==> src/rtl/hrt_pkg.sv <==
// ----------------------------------------------------------------------------
// hrt_pkg
// Shared types, byte codes and result helpers of the request head tokenizer.
// ----------------------------------------------------------------------------
package hrt_pkg;

   localparam int MaxHeadersDefault = 12;
   localparam int RspDepth          = 4;

   localparam logic [7:0] ByteCr    = 8'h0d;
   localparam logic [7:0] ByteLf    = 8'h0a;
   localparam logic [7:0] ByteSp    = 8'h20;
   localparam logic [7:0] ByteColon = 8'h3a;

   typedef enum logic [2:0] {
      PH_METHOD  = 3'd0,
      PH_URL     = 3'd1,
      PH_VERSION = 3'd2,
      PH_KEY     = 3'd3,
      PH_VALUE   = 3'd4,
      PH_ERROR   = 3'd5
   } phase_type;

   typedef enum logic [1:0] {
      HOLD_NONE  = 2'd0,
      HOLD_CR    = 2'd1,
      HOLD_COLON = 2'd2
   } hold_type;

   typedef enum logic [2:0] {
      KIND_DATA    = 3'd0,
      KIND_END     = 3'd1,
      KIND_DISCARD = 3'd2,
      KIND_DONE    = 3'd3,
      KIND_ERROR   = 3'd4
   } kind_type;

   typedef struct packed {
      phase_type  phase;
      hold_type   held;
      logic       line_empty;
   } ctrl_type;

   typedef struct packed {
      kind_type   kind;
      logic [2:0] field_class;
      logic [7:0] data_byte;
      logic [3:0] header_index;
      logic       last;
   } result_type;

   typedef struct packed {
      result_type r0;
      result_type r1;
      logic [1:0] count;
   } pair_type;

   function automatic result_type make_result(kind_type kind, logic [2:0] field_class,
                                              logic [7:0] data_byte,
                                              logic [3:0] header_index);
      result_type r;
      r.kind         = kind;
      r.field_class  = field_class;
      r.data_byte    = data_byte;
      r.header_index = header_index;
      r.last         = 1'b1;
      return r;
   endfunction

   // append one result; the newest carries the last flag
   function automatic pair_type put(pair_type p, result_type r);
      pair_type q;
      q = p;
      if (p.count == 2'd0) begin
         q.r0    = r;
         q.count = 2'd1;
      end else if (p.count == 2'd1) begin
         q.r0.last = 1'b0;
         q.r1      = r;
         q.count   = 2'd2;
      end
      return q;
   endfunction

endpackage

==> src/rtl/hrt_step.sv <==
// ----------------------------------------------------------------------------
// hrt_step
// Next state and up to two results for one request byte.
// ----------------------------------------------------------------------------
module hrt_step #(
   parameter int MAX_HEADERS = hrt_pkg::MaxHeadersDefault,
   parameter int CntW        = $clog2(MAX_HEADERS + 1)
) (
   input  hrt_pkg::ctrl_type   ctrl,
   input  logic [CntW-1:0]     hdr_count,
   input  logic [7:0]          in_byte,
   output hrt_pkg::ctrl_type   ctrl_nxt,
   output logic [CntW-1:0]     hdr_count_nxt,
   output hrt_pkg::pair_type   results
);

   always_comb begin
      hrt_pkg::phase_type ph;
      hrt_pkg::hold_type  hd;
      logic               le;
      logic [CntW-1:0]    hc;
      logic [CntW+3:0]    hc_ext;
      logic [3:0]         idx;
      logic               run_byte;
      logic               do_crlf;
      hrt_pkg::pair_type  p;

      ph       = ctrl.phase;
      hd       = ctrl.held;
      le       = ctrl.line_empty;
      hc       = hdr_count;
      hc_ext   = {4'b0000, hc};
      idx      = 4'd0;
      run_byte = 1'b0;
      do_crlf  = 1'b0;
      p        = '0;

      if (ph == hrt_pkg::PH_ERROR) begin
         p = hrt_pkg::put(p, hrt_pkg::make_result(hrt_pkg::KIND_ERROR, 3'd0, 8'd0, 4'd0));
      end else if (hd == hrt_pkg::HOLD_CR) begin
         hd = hrt_pkg::HOLD_NONE;
         if (in_byte == hrt_pkg::ByteLf) begin
            do_crlf = 1'b1;
         end else begin
            idx = (ph == hrt_pkg::PH_KEY || ph == hrt_pkg::PH_VALUE) ? hc_ext[3:0] : 4'd0;
            if (ph == hrt_pkg::PH_KEY) begin
               le = 1'b0;
            end
            p = hrt_pkg::put(p, hrt_pkg::make_result(hrt_pkg::KIND_DATA, ph,
                                                     hrt_pkg::ByteCr, idx));
            run_byte = 1'b1;
         end
      end else if (hd == hrt_pkg::HOLD_COLON && ph == hrt_pkg::PH_KEY) begin
         hd = hrt_pkg::HOLD_NONE;
         if (in_byte == hrt_pkg::ByteSp) begin
            if (hc >= CntW'(MAX_HEADERS)) begin
               ph = hrt_pkg::PH_ERROR;
               p  = hrt_pkg::put(p, hrt_pkg::make_result(hrt_pkg::KIND_ERROR, 3'd0,
                                                         8'd0, 4'd0));
            end else begin
               p  = hrt_pkg::put(p, hrt_pkg::make_result(hrt_pkg::KIND_END,
                                                         hrt_pkg::PH_KEY, 8'd0,
                                                         hc_ext[3:0]));
               ph = hrt_pkg::PH_VALUE;
            end
         end else begin
            le = 1'b0;
            p  = hrt_pkg::put(p, hrt_pkg::make_result(hrt_pkg::KIND_DATA, hrt_pkg::PH_KEY,
                                                      hrt_pkg::ByteColon, hc_ext[3:0]));
            run_byte = 1'b1;
         end
      end else begin
         hd       = hrt_pkg::HOLD_NONE;
         run_byte = 1'b1;
      end

      if (do_crlf) begin
         unique case (ph)
            hrt_pkg::PH_METHOD, hrt_pkg::PH_URL: begin
               ph = hrt_pkg::PH_ERROR;
               p  = hrt_pkg::put(p, hrt_pkg::make_result(hrt_pkg::KIND_ERROR, 3'd0,
                                                         8'd0, 4'd0));
            end
            hrt_pkg::PH_VERSION: begin
               p  = hrt_pkg::put(p, hrt_pkg::make_result(hrt_pkg::KIND_END,
                                                         hrt_pkg::PH_VERSION, 8'd0, 4'd0));
               ph = hrt_pkg::PH_KEY;
               le = 1'b1;
            end
            hrt_pkg::PH_KEY: begin
               if (!le) begin
                  p = hrt_pkg::put(p, hrt_pkg::make_result(hrt_pkg::KIND_DISCARD,
                                                           hrt_pkg::PH_KEY, 8'd0,
                                                           hc_ext[3:0]));
               end
               p  = hrt_pkg::put(p, hrt_pkg::make_result(hrt_pkg::KIND_DONE, 3'd0,
                                                         8'd0, 4'd0));
               ph = hrt_pkg::PH_METHOD;
               hc = '0;
               le = 1'b1;
            end
            default: begin
               p = hrt_pkg::put(p, hrt_pkg::make_result(hrt_pkg::KIND_END,
                                                        hrt_pkg::PH_VALUE, 8'd0,
                                                        hc_ext[3:0]));
               if (hc < CntW'(MAX_HEADERS)) begin
                  hc = hc + CntW'(1);
               end
               ph = hrt_pkg::PH_KEY;
               le = 1'b1;
            end
         endcase
      end

      if (run_byte) begin
         idx = (ph == hrt_pkg::PH_KEY || ph == hrt_pkg::PH_VALUE) ? hc_ext[3:0] : 4'd0;
         if ((ph == hrt_pkg::PH_METHOD || ph == hrt_pkg::PH_URL)
             && in_byte == hrt_pkg::ByteSp) begin
            p  = hrt_pkg::put(p, hrt_pkg::make_result(hrt_pkg::KIND_END, ph, 8'd0, 4'd0));
            ph = (ph == hrt_pkg::PH_METHOD) ? hrt_pkg::PH_URL : hrt_pkg::PH_VERSION;
         end else if (ph == hrt_pkg::PH_KEY && in_byte == hrt_pkg::ByteColon) begin
            hd = hrt_pkg::HOLD_COLON;
         end else if (in_byte == hrt_pkg::ByteCr) begin
            hd = hrt_pkg::HOLD_CR;
         end else begin
            if (ph == hrt_pkg::PH_KEY) begin
               le = 1'b0;
            end
            p = hrt_pkg::put(p, hrt_pkg::make_result(hrt_pkg::KIND_DATA, ph, in_byte, idx));
         end
      end

      if (ph == hrt_pkg::PH_ERROR) begin
         hd = hrt_pkg::HOLD_NONE;
      end

      ctrl_nxt.phase      = ph;
      ctrl_nxt.held       = hd;
      ctrl_nxt.line_empty = le;
      hdr_count_nxt       = hc;
      results             = p;
   end

endmodule

==> src/rtl/hrt_rsp_fifo.sv <==
// ----------------------------------------------------------------------------
// hrt_rsp_fifo
// Result queue: takes up to two results a cycle, delivers one.
// ----------------------------------------------------------------------------
module hrt_rsp_fifo (
   input  logic                clock,
   input  logic                reset,
   input  hrt_pkg::pair_type   push,
   input  logic                push_en,
   input  logic                pop,
   output hrt_pkg::result_type head,
   output logic                not_empty,
   output logic                room_for_two,
   output logic [2:0]          level
);

   localparam int PtrW = $clog2(hrt_pkg::RspDepth);
   localparam int LvlW = $clog2(hrt_pkg::RspDepth + 1);

   hrt_pkg::result_type mem [hrt_pkg::RspDepth];
   logic [PtrW-1:0]     wr_ptr_ff, wr_ptr_in;
   logic [PtrW-1:0]     rd_ptr_ff, rd_ptr_in;
   logic [LvlW-1:0]     cnt_ff, cnt_in;
   logic [1:0]          push_n;

   assign push_n = push_en ? push.count : 2'd0;

   always_comb begin
      wr_ptr_in = wr_ptr_ff + PtrW'(push_n);
      rd_ptr_in = rd_ptr_ff + PtrW'(pop);
      cnt_in    = cnt_ff + LvlW'(push_n) - LvlW'(pop);
   end

   always_ff @(posedge clock) begin
      if (reset) begin
         wr_ptr_ff <= '0;
         rd_ptr_ff <= '0;
         cnt_ff    <= '0;
      end else begin
         wr_ptr_ff <= wr_ptr_in;
         rd_ptr_ff <= rd_ptr_in;
         cnt_ff    <= cnt_in;
      end
   end

   always_ff @(posedge clock) begin
      if (push_n != 2'd0) begin
         mem[wr_ptr_ff] <= push.r0;
      end
      if (push_n == 2'd2) begin
         mem[wr_ptr_ff + PtrW'(1)] <= push.r1;
      end
   end

   assign head         = mem[rd_ptr_ff];
   assign not_empty    = (cnt_ff != '0);
   assign room_for_two = (cnt_ff <= LvlW'(hrt_pkg::RspDepth - 2));
   assign level        = 3'(cnt_ff);

endmodule

==> src/rtl/http_request_head_tokenizer.sv <==
// ----------------------------------------------------------------------------
// http_request_head_tokenizer
// Tags each request byte by field and marks field ends and head completion.
// ----------------------------------------------------------------------------
// One request byte is taken per cycle while the result queue has room for two
// results. A byte sits in the input register while the phase logic classifies
// it, then its zero, one or two results go into a four-entry result queue
// that drives the rsp_ ports. A byte with two results (a CR or colon released
// before data, or a key discard before head done) fills two entries, so the
// result port's one result per cycle, while rsp_ready is high, sets the rate.
module http_request_head_tokenizer #(
   parameter int MAX_HEADERS = hrt_pkg::MaxHeadersDefault
) (
   input  logic       clock,
   input  logic       reset,
   input  logic       req_valid,
   output logic       req_ready,
   input  logic [7:0] req_in_byte,
   output logic       rsp_valid,
   input  logic       rsp_ready,
   output logic [2:0] rsp_result_kind,
   output logic [2:0] rsp_field_class,
   output logic [7:0] rsp_data_byte,
   output logic [3:0] rsp_header_index,
   output logic       rsp_last_of_run
);

   localparam int CntW = $clog2(MAX_HEADERS + 1);

   logic              in_vld_ff, in_vld_in;
   logic [7:0]        in_byte_ff;
   hrt_pkg::ctrl_type ctrl_ff, ctrl_in;
   logic [CntW-1:0]   count_ff, count_in;
   hrt_pkg::pair_type results;
   hrt_pkg::result_type head;
   logic              advance;
   logic              room_for_two;
   logic [2:0]        level;

   hrt_step #(
      .MAX_HEADERS (MAX_HEADERS),
      .CntW        (CntW)
   ) u_step (
      .ctrl          (ctrl_ff),
      .hdr_count     (count_ff),
      .in_byte       (in_byte_ff),
      .ctrl_nxt      (ctrl_in),
      .hdr_count_nxt (count_in),
      .results       (results)
   );

   hrt_rsp_fifo u_fifo (
      .clock        (clock),
      .reset        (reset),
      .push         (results),
      .push_en      (advance),
      .pop          (rsp_valid & rsp_ready),
      .head         (head),
      .not_empty    (rsp_valid),
      .room_for_two (room_for_two),
      .level        (level)
   );

   assign advance   = in_vld_ff & room_for_two;
   assign req_ready = ~in_vld_ff | advance;
   assign in_vld_in = (req_valid & req_ready) | (in_vld_ff & ~advance);

   always_ff @(posedge clock) begin
      if (reset) begin
         in_vld_ff           <= 1'b0;
         ctrl_ff.phase       <= hrt_pkg::PH_METHOD;
         ctrl_ff.held        <= hrt_pkg::HOLD_NONE;
         ctrl_ff.line_empty  <= 1'b1;
         count_ff            <= '0;
      end else begin
         in_vld_ff <= in_vld_in;
         if (advance) begin
            ctrl_ff  <= ctrl_in;
            count_ff <= count_in;
         end
      end
   end

   always_ff @(posedge clock) begin
      if (req_valid & req_ready) begin
         in_byte_ff <= req_in_byte;
      end
   end

   assign rsp_result_kind  = head.kind;
   assign rsp_field_class  = head.field_class;
   assign rsp_data_byte    = head.data_byte;
   assign rsp_header_index = head.header_index;
   assign rsp_last_of_run  = head.last;

`ifndef SYNTHESIS
   a_level_bound: assert property (@(posedge clock) disable iff (reset)
      level <= 3'(hrt_pkg::RspDepth))
      else $error("result queue overfilled");

   a_stall_full: assert property (@(posedge clock) disable iff (reset)
      !req_ready |-> in_vld_ff && !room_for_two)
      else $error("input stalled with room in result queue");

   a_error_sticky: assert property (@(posedge clock) disable iff (reset)
      ctrl_ff.phase == hrt_pkg::PH_ERROR |=> ctrl_ff.phase == hrt_pkg::PH_ERROR)
      else $error("error phase left without reset");

   a_data_only: assert property (@(posedge clock) disable iff (reset)
      rsp_valid && rsp_result_kind != hrt_pkg::KIND_DATA |-> rsp_data_byte == 8'd0)
      else $error("byte on non-data result");
`endif

endmodule
==> config.mk <==
export PLATFORM = sky130hd
export DESIGN_NAME = http_request_head_tokenizer
export DESIGN_NICKNAME = d
export VERILOG_FILES = /design/src/rtl/hrt_pkg.sv /design/src/rtl/hrt_step.sv /design/src/rtl/hrt_rsp_fifo.sv /design/src/rtl/http_request_head_tokenizer.sv
export SDC_FILE = /design/constraint.sdc
export NUM_CORES = 1
export LEC_CHECK = 0
export BUFFER_PORTS_ARGS = -buffer_cell sky130_fd_sc_hd__buf_4
export CORE_MARGIN = 4
export CORE_UTILIZATION = 30
export CTS_BUF_LIST = sky130_fd_sc_hd__clkbuf_16
export DETAILED_ROUTE_END_ITERATION = 6
export GPL_TIMING_DRIVEN = 1
export PLACE_DENSITY = 0.44
export SLEW_MARGIN = 20
export SYNTH_ARGS = -nofsm -noshare
export SYNTH_HDL_FRONTEND = slang
export SYNTH_SLANG_ARGS = --single-unit
==> constraint.sdc <==
create_clock -name clock -period 4.9 [get_ports clock]
set_input_delay 0.98 -clock clock [delete_from_list [all_inputs] [get_ports clock]]
set_output_delay 0.98 -clock clock [all_outputs]
set_load 0.05 [all_outputs]
==> impl_metrics.tcl, run 1 <==
set metrics [dict create \
    port-buffer-count 32 \
    power_mw 2.54 \
    cp_slowest_cell "or4_4" \
    overflow 0 \
    synthXorXnorAreaFrac_pct 1.07 \
    yosysWarnings 0 \
    post-route-drc-count 0 \
    combPwrFrac_pct 29.7 \
    power_frac_clock_pct 28.9 \
    yosysMostFrequentCell "edfxtp_1" \
    dr.pass1.iters 5 \
    synthCells 509 \
    setup_viol 0 \
    synthArstFlopShare_pct 0 \
    grt_max_degree 21 \
    cts_sinks 102 \
    drv_slew 0 \
    ant_nets 0 \
    post-route-min-period_ns 4.64 \
    wire_per_inst_um 21.6 \
    place_ws_ns 0.0585 \
    muxShareOfSynthArea_pct 11.4 \
    slowest_delay_ns 0.67 \
    wirelength_mm 17.1 \
    synth.largest_area_cell "edfxtp_1" \
    grt_pass1_vias 4361 \
    synth_nets 534 \
    die_y_um 147 \
    clk_pin_slew_ns 0.07 \
    worstSetupEndpointType "flip-flop" \
    hold_buffers 0 \
    layout-drive-gt1-share_pct 22.8 \
    ys_seq_area_share_pct 50.1 \
    hold_viol 0 \
    path_cells "or4_4 > o31ai_2 > o21ai_1 > inv_1 > ha_1 > or4bb_1 > nor4_1 > o21ai_1 > buf_4 > inv_1 > ha_1 > or4_1 > o22ai_4 > buf_12 > nand4_4 > o21ai_2 > buf_12" \
    nFillCells 1837 \
    synth.avg_cell_area_um2 11.3 \
    setup_ws_ns 0.260 \
    power.density_mw_per_mm2 376 \
    multiInputGateArea_mm2 0.00269 \
    synth_area_mm2 0.00576 \
    fin_skew_ns 0.00735 \
    grt_pass1_wl_mm 26.3 \
    regArea_mm2 0.00288 \
    fmax_mhz 215 \
    diodes 0 \
    crit_arrival_ns 4.70 \
    rows 50 \
    first_iter_violations 418 \
    vias_per_cell 5.55 \
    worst_slew_pin_slew_ns 0.726 \
    p_sw_mw 0.859 \
    cts_root_buffer "clkbuf_16" \
    swShare_pct 33.8 \
    max_cap_violations 0 \
    grtUsageTotal_pct 16.1 \
    required_ns 4.96 \
    synth_top_family_by_area "simple AND/OR/NAND/NOR gates" \
    yosys.area_share.adder_pct 2.96 \
    ir_drop_v 0.000205 \
    crit_path_start_kind "flip-flop" \
    synth_common_cells "edfxtp_1, nor2_1, a21oi_1, o21ai_0, nand2_1" \
    synth_flop_cell "edfxtp_1" \
    synth.area.top_cells "edfxtp_1, mux4_2, dfxtp_1" \
    worstPathMaxFanout 17 \
    synth_cell_type_count 66 \
    rsz0062_at_grt "false" \
    p_leak_nw 2.39 \
    path_class "flip-flop to flip-flop" \
    internal_power_mw 1.68 \
    ys_ff_latch 102 \
    start_util_pct 30.7 \
    outcome "finished, final reports clean" \
    synth_compound_area_share_pct 14.0 \
    clock_path_buffers 2 \
    cts_made_buffers 9 \
    die_w_um 147 \
    antenna_found_initial 0 \
    cts_tree "built" \
    coreArea_mm2 0.0188 \
    synth_top_area_share_pct 43.8 \
    synth-edff-count 84 \
    max_slew_margin_pct 51.4 \
    dp_hpwl_mm 12.4 \
    design.die.area_mm2 0.0215 \
    fin_crit_sh_pct 94.7 \
    area_delta_synth_final_pct 17.6 \
    min-delay-path-class "flip-flop to flip-flop" \
    clkLatencyLatePin_ns 0.36 \
    yosys.area_share.simple_pct 16.8 \
    cts.htree.levels 3 \
    place.gp.congestion 0.931 \
    nNetsFinal 577 \
    p_seq_share_pct 41.4 \
    pin_count 33 \
    vias 4394 \
]
[final cells by class]
type | instances | share of cell area [%]
well taps | 234 | 4.32
flip-flops and latches | 102 | 42.6
inverters | 15 | 0.832
repair buffers | 67 | 8.17
clock inverters | 7 | 1.03
multi-input cells | 357 | 39.7
clock buffers | 9 | 3.33
[through the flow]
step	utilization, %	hold WS (ns)	instances	setup TNS (ns)	instance area (µm²)
2_1_floorplan	-	0.447	509	-6.89	5760
3_3_place_gp	34.3	0.463	773	0	6430
3_5_place_dp	34.3	0.473	773	0	6430
4_1_cts	35.8	0.482	789	0	6730
5_1_grt	36.1	0.513	791	0	6770
6_report	36.1	0.483	791	0	6770
[cell usage in the layout (no fill, tap or decap), types with 3 or more instances in the layout]
cell       Yosys  layout
o22ai_1       10      10
edfxtp_1      84      84
nor2b_1        8       8
nor3b_1        9       9
inv_1         14      15
a22oi_1        3       3
ha_1          12      12
mux2i_1       17      17
o21ai_0       30      28
nor2_1        34      32
a211oi_1       9       9
buf_4          6      63
and3_1        10       9
nand2b_1       5       5
inv_6          0       3
a21o_1        12      12
o21ai_2        2       4
mux2_2         5       5
a21oi_1       30      29
dfxtp_1       18      17
o221ai_1       4       4
nor4_1         8       8
a31oi_1        4       4
nor3_1        10      10
mux4_2        19      19
nand3_1       24      24
and4_1         3       3
and2_1        10      10
nand2_1       28      28
xnor2_1        6       6
o21ai_1        5       5
clkbuf_16      0       9
buf_12         0       4
[power groups by stage]
stage          clock, mW  sequential (mW)  combinational [mW]
2_1_floorplan          0             1.04               0.567
3_3_place_gp           0             1.07               0.769
3_5_place_dp           0             1.07               0.770
4_1_cts            0.750             1.05               0.773
5_1_grt            0.786             1.06               0.816
6_report           0.736             1.05               0.756
[registers in the layout, summed over array words and instances, names as in the netlist]
signal	count
u_fifo.rd_ptr_ff	2
in_byte_ff	8
u_fifo.wr_ptr_ff	2
count_ff	4
u_fifo.level	3
in_vld_ff	1
u_fifo.mem	76
ctrl_ff	6
[cell families (layout without fill, tap and decap cells)]
group	after synthesis	after routing
multiplexers	41	41
buffers and inverters	50	98
AO/OA/AOI/OAI	126	126
flip-flops	102	102
XOR/XNOR	7	7
adder cells (fa/ha/maj)	13	13
AND/OR/NAND/NOR	170	170
[worst max-delay path, delay by kind of cell, from the launching register on]
| family | cells | cell delay [ns] |
|---|---|---|
| AO/OA/AOI/OAI | 5 | 1.13 |
| adder cells (fa/ha/maj) | 2 | 0.37 |
| buffers and inverters | 5 | 0.74 |
| flip-flops | 1 | 0.48 |
| AND/OR/NAND/NOR | 5 | 1.60 |
[layer usage]
layer / up-vias / track usage (%) / share of wire [%] / wire, µm
met2: 155 / 25.3 / 46 / 7900
met3: 27 / 2.86 / 5.0 / 851
li1: 2050 / - / - / -
met4: 0 / 7.15 / 4.0 / 684
met5: - / 0 / 0 / 0
met1: 2162 / 21.9 / 45 / 7620
[final timing paths]
path / startpoint / endpoint / slack [ns] / cells past startpoint
hold reg to reg: ctrl_ff[2]$_SDFFE_PP0P_ / ctrl_ff[2]$_SDFFE_PP0P_ / 0.48 / 2
setup / recovery: in_byte_ff[5]$_DFFE_PP_ / u_fifo.mem[2][5]$_DFFE_PP_ / 0.26 / 17
hold / removal: ctrl_ff[2]$_SDFFE_PP0P_ / ctrl_ff[2]$_SDFFE_PP0P_ / 0.48 / 2
setup reg to reg: in_byte_ff[5]$_DFFE_PP_ / u_fifo.mem[2][5]$_DFFE_PP_ / 0.26 / 17
[what timing repair did]
item	in CTS	in global routing
endpoints found under the setup margin	0	128
gates resized for setup	0	4
buffers inserted	0	2
(Power assumes the default switching activity.)
==> run 2: changes to the inputs <==
SYNTH_HIERARCHICAL = 1   (was not set)
==> impl_metrics.tcl, run 2 <==
set metrics [dict create \
    outcome "finished, final reports clean" \
    wirelength_mm 17.4 \
    combPwrFrac_pct 29.6 \
    power_frac_clock_pct 29.1 \
    fmax_mhz 228 \
    ys_seq_area_share_pct 47.1 \
    worst_slew_pin_slew_ns 0.914 \
    pin_count 33 \
    wl_met1_mm 8.51 \
    fin_tns_setup_ns 0 \
    dr.pass1.iters 5 \
    max_cap_violations 0 \
    synthArstFlopShare_pct 0 \
    grt_pass1_vias 4342 \
    area_delta_synth_final_pct 14.7 \
    met2_length_mm 7.98 \
    place.gp.congestion 0.872 \
    grt_pass1_wl_mm 26.8 \
    layout_commonest_cell "edfxtp_1" \
    swShare_pct 33.2 \
    die_y_um 151 \
    power.density_mw_per_mm2 354 \
    vias 4268 \
    clock_path_buffers 2 \
    max_slew_margin_pct 38.2 \
    synth_common_cells "edfxtp_1, mux2_2, a21oi_1" \
    wire_per_inst_um 21.6 \
    min-delay-path-class "flip-flop to flip-flop" \
    rows 51 \
    fin_skew_ns 0.0104 \
    fin_crit_sh_pct 89.7 \
    clk_pin_slew_ns 0.07 \
    worstPathMaxFanout 7 \
    synth.largest_area_cell "edfxtp_1" \
    post_cts_buffers 0 \
    yosysWarnings 6 \
    cts_tree "built" \
    design.die.area_mm2 0.0228 \
    p_sw_mw 0.828 \
    diodes 0 \
    synth_flop_cell "edfxtp_1" \
    ys_ff_latch 102 \
    reg_top3 "u_fifo/mem x76, in_byte_ff x8, ctrl_ff x6" \
    antenna_found_initial 0 \
    start_util_pct 31.0 \
    p_seq_share_pct 41.3 \
    path_class "flip-flop to flip-flop" \
    synth.area.top_cells "edfxtp_1, mux2_2, mux4_2" \
    hold_viol 0 \
    port-buffer-count 32 \
    clkLatencyLatePin_ns 0.35 \
    rsz0062_at_grt "false" \
    yosysMostFrequentCell "edfxtp_1" \
    p_leak_nw 2.47 \
    synth.avg_cell_area_um2 12.4 \
    drv_slew 0 \
    grt_max_degree 22 \
    post-route-drc-count 0 \
    internal_power_mw 1.66 \
    crit_arrival_ns 4.63 \
    nNetsFinal 559 \
    nFillCells 2000 \
    worstSetupEndpointType "flip-flop" \
    top_layer "met4" \
    cts_root_buffer "clkbuf_16" \
    top_register "u_fifo/mem" \
    synth-edff-count 84 \
    cts_sinks 102 \
    ant_nets 0 \
    overflow 0 \
    grtUsageTotal_pct 15.8 \
    vias_per_cell 5.31 \
    fin_util_pct 35.5 \
    first_iter_violations 341 \
    wl_met3_um 573 \
    synth_cell_type_count 71 \
    post-route-min-period_ns 4.39 \
    largest_register_ffs 76 \
    die_w_um 151 \
    synth_nets 517 \
    cts.htree.levels 3 \
    coreArea_mm2 0.0198 \
    synth_area_mm2 0.00612 \
    layout-drive-gt1-share_pct 34.0 \
    cts_made_buffers 9 \
    synth_top_area_share_pct 41.2 \
    ir_drop_v 0.000165 \
    dp_hpwl_mm 12.3 \
    synthCells 492 \
    final_cell_mix "edfxtp_1, mux2_2, buf_4, a21oi_1, inv_1" \
    crit_path_start_kind "flip-flop" \
    setup_viol 0 \
    required_ns 5.14 \
]
## run 2: critical path: stages (launching register included)
cell and delay, ns:
edfxtp_1 0.49, or4_1 0.72, o21ai_0 0.31, nand3_1 0.17
inv_1 0.18, ha_1 0.16, or4_1 0.10, a21oi_1 0.12
ha_1 0.28, o21ai_1 0.44, nand2_1 0.14, ha_1 0.29
inv_1 0.05, fa_1 0.43, xor2_1 0.18, xnor2_1 0.15
nor2_1 0.06
## run 2: final timing paths
kind | start | to | slack (ns) | cells after the start
min | u_fifo/level[2]$_SDFF_PP0_ | u_fifo/level[2]$_SDFF_PP0_ | 0.58 | 2
min reg2reg | u_fifo/level[2]$_SDFF_PP0_ | u_fifo/level[2]$_SDFF_PP0_ | 0.58 | 2
max reg2reg | in_byte_ff[5]$_DFFE_PP_ | u_fifo/level[2]$_SDFF_PP0_ | 0.51 | 16
max | in_byte_ff[5]$_DFFE_PP_ | u_fifo/level[2]$_SDFF_PP0_ | 0.51 | 16
## run 2: per-layer routing
metal / vias up / track usage [%]
li1: 1998 / -
met1: 2147 / 22.5
met2: 105 / 24.9
met3: 18 / 2.18
met4: 0 / 5.35
met5: - / 0
## run 2: final cells by class
type / count / area (µm²) / area share, %
multi-input cells: 347 / 3030 / 43.2
clock buffers: 9 / 225 / 3.21
flip-flops and latches: 102 / 2880 / 41.0
repair buffers: 56 / 420 / 5.98
clock inverters: 7 / 63.8 / 0.908
well taps: 265 / 332 / 4.72
inverters: 18 / 67.6 / 0.962
## run 2: what timing repair did
action / CTS / global route
resized for setup: 0 / 1
endpoints found under the setup margin: 0 / 1
hold buffers: 0 / 0
## run 2: power by group through the flow
stage / logic, mW / registers, mW / clock network, mW
6_report: 0.737 / 1.03 / 0.724
5_1_grt: 0.790 / 1.04 / 0.782
3_5_place_dp: 0.752 / 1.05 / 0
3_3_place_gp: 0.748 / 1.05 / 0
2_1_floorplan: 0.558 / 1.03 / 0
4_1_cts: 0.754 / 1.03 / 0.748
## run 2: logic make-up after synthesis
logic type,Yosys count,synth area share (%)
AND/OR/NAND/NOR,138,13.8
flip-flops,102,47.1
multiplexers,101,22.1
AO/OA/AOI/OAI,88,9.97
buffers and inverters,43,3.37
adder cells (fa/ha/maj),13,2.78
XOR/XNOR,6,0.858
other,1,0.0612
## run 2: metrics by stage
| step | area [µm²] | total power, mW | std cells | worst slack (ns) | hold WS [ns] |
|---|---|---|---|---|---|
| finish | 7030 | 2.49 | 804 | 0.506 | 0.582 |
| detailed placement | 6740 | 1.80 | 788 | 0.336 | 0.538 |
| global placement | 6740 | 1.79 | 788 | 0.388 | 0.531 |
| CTS | 7030 | 2.53 | 804 | 0.300 | 0.557 |
| global route | 7030 | 2.61 | 804 | 0.186 | 0.604 |
| floorplan | 6120 | 1.59 | 492 | 0.463 | 0.498 |
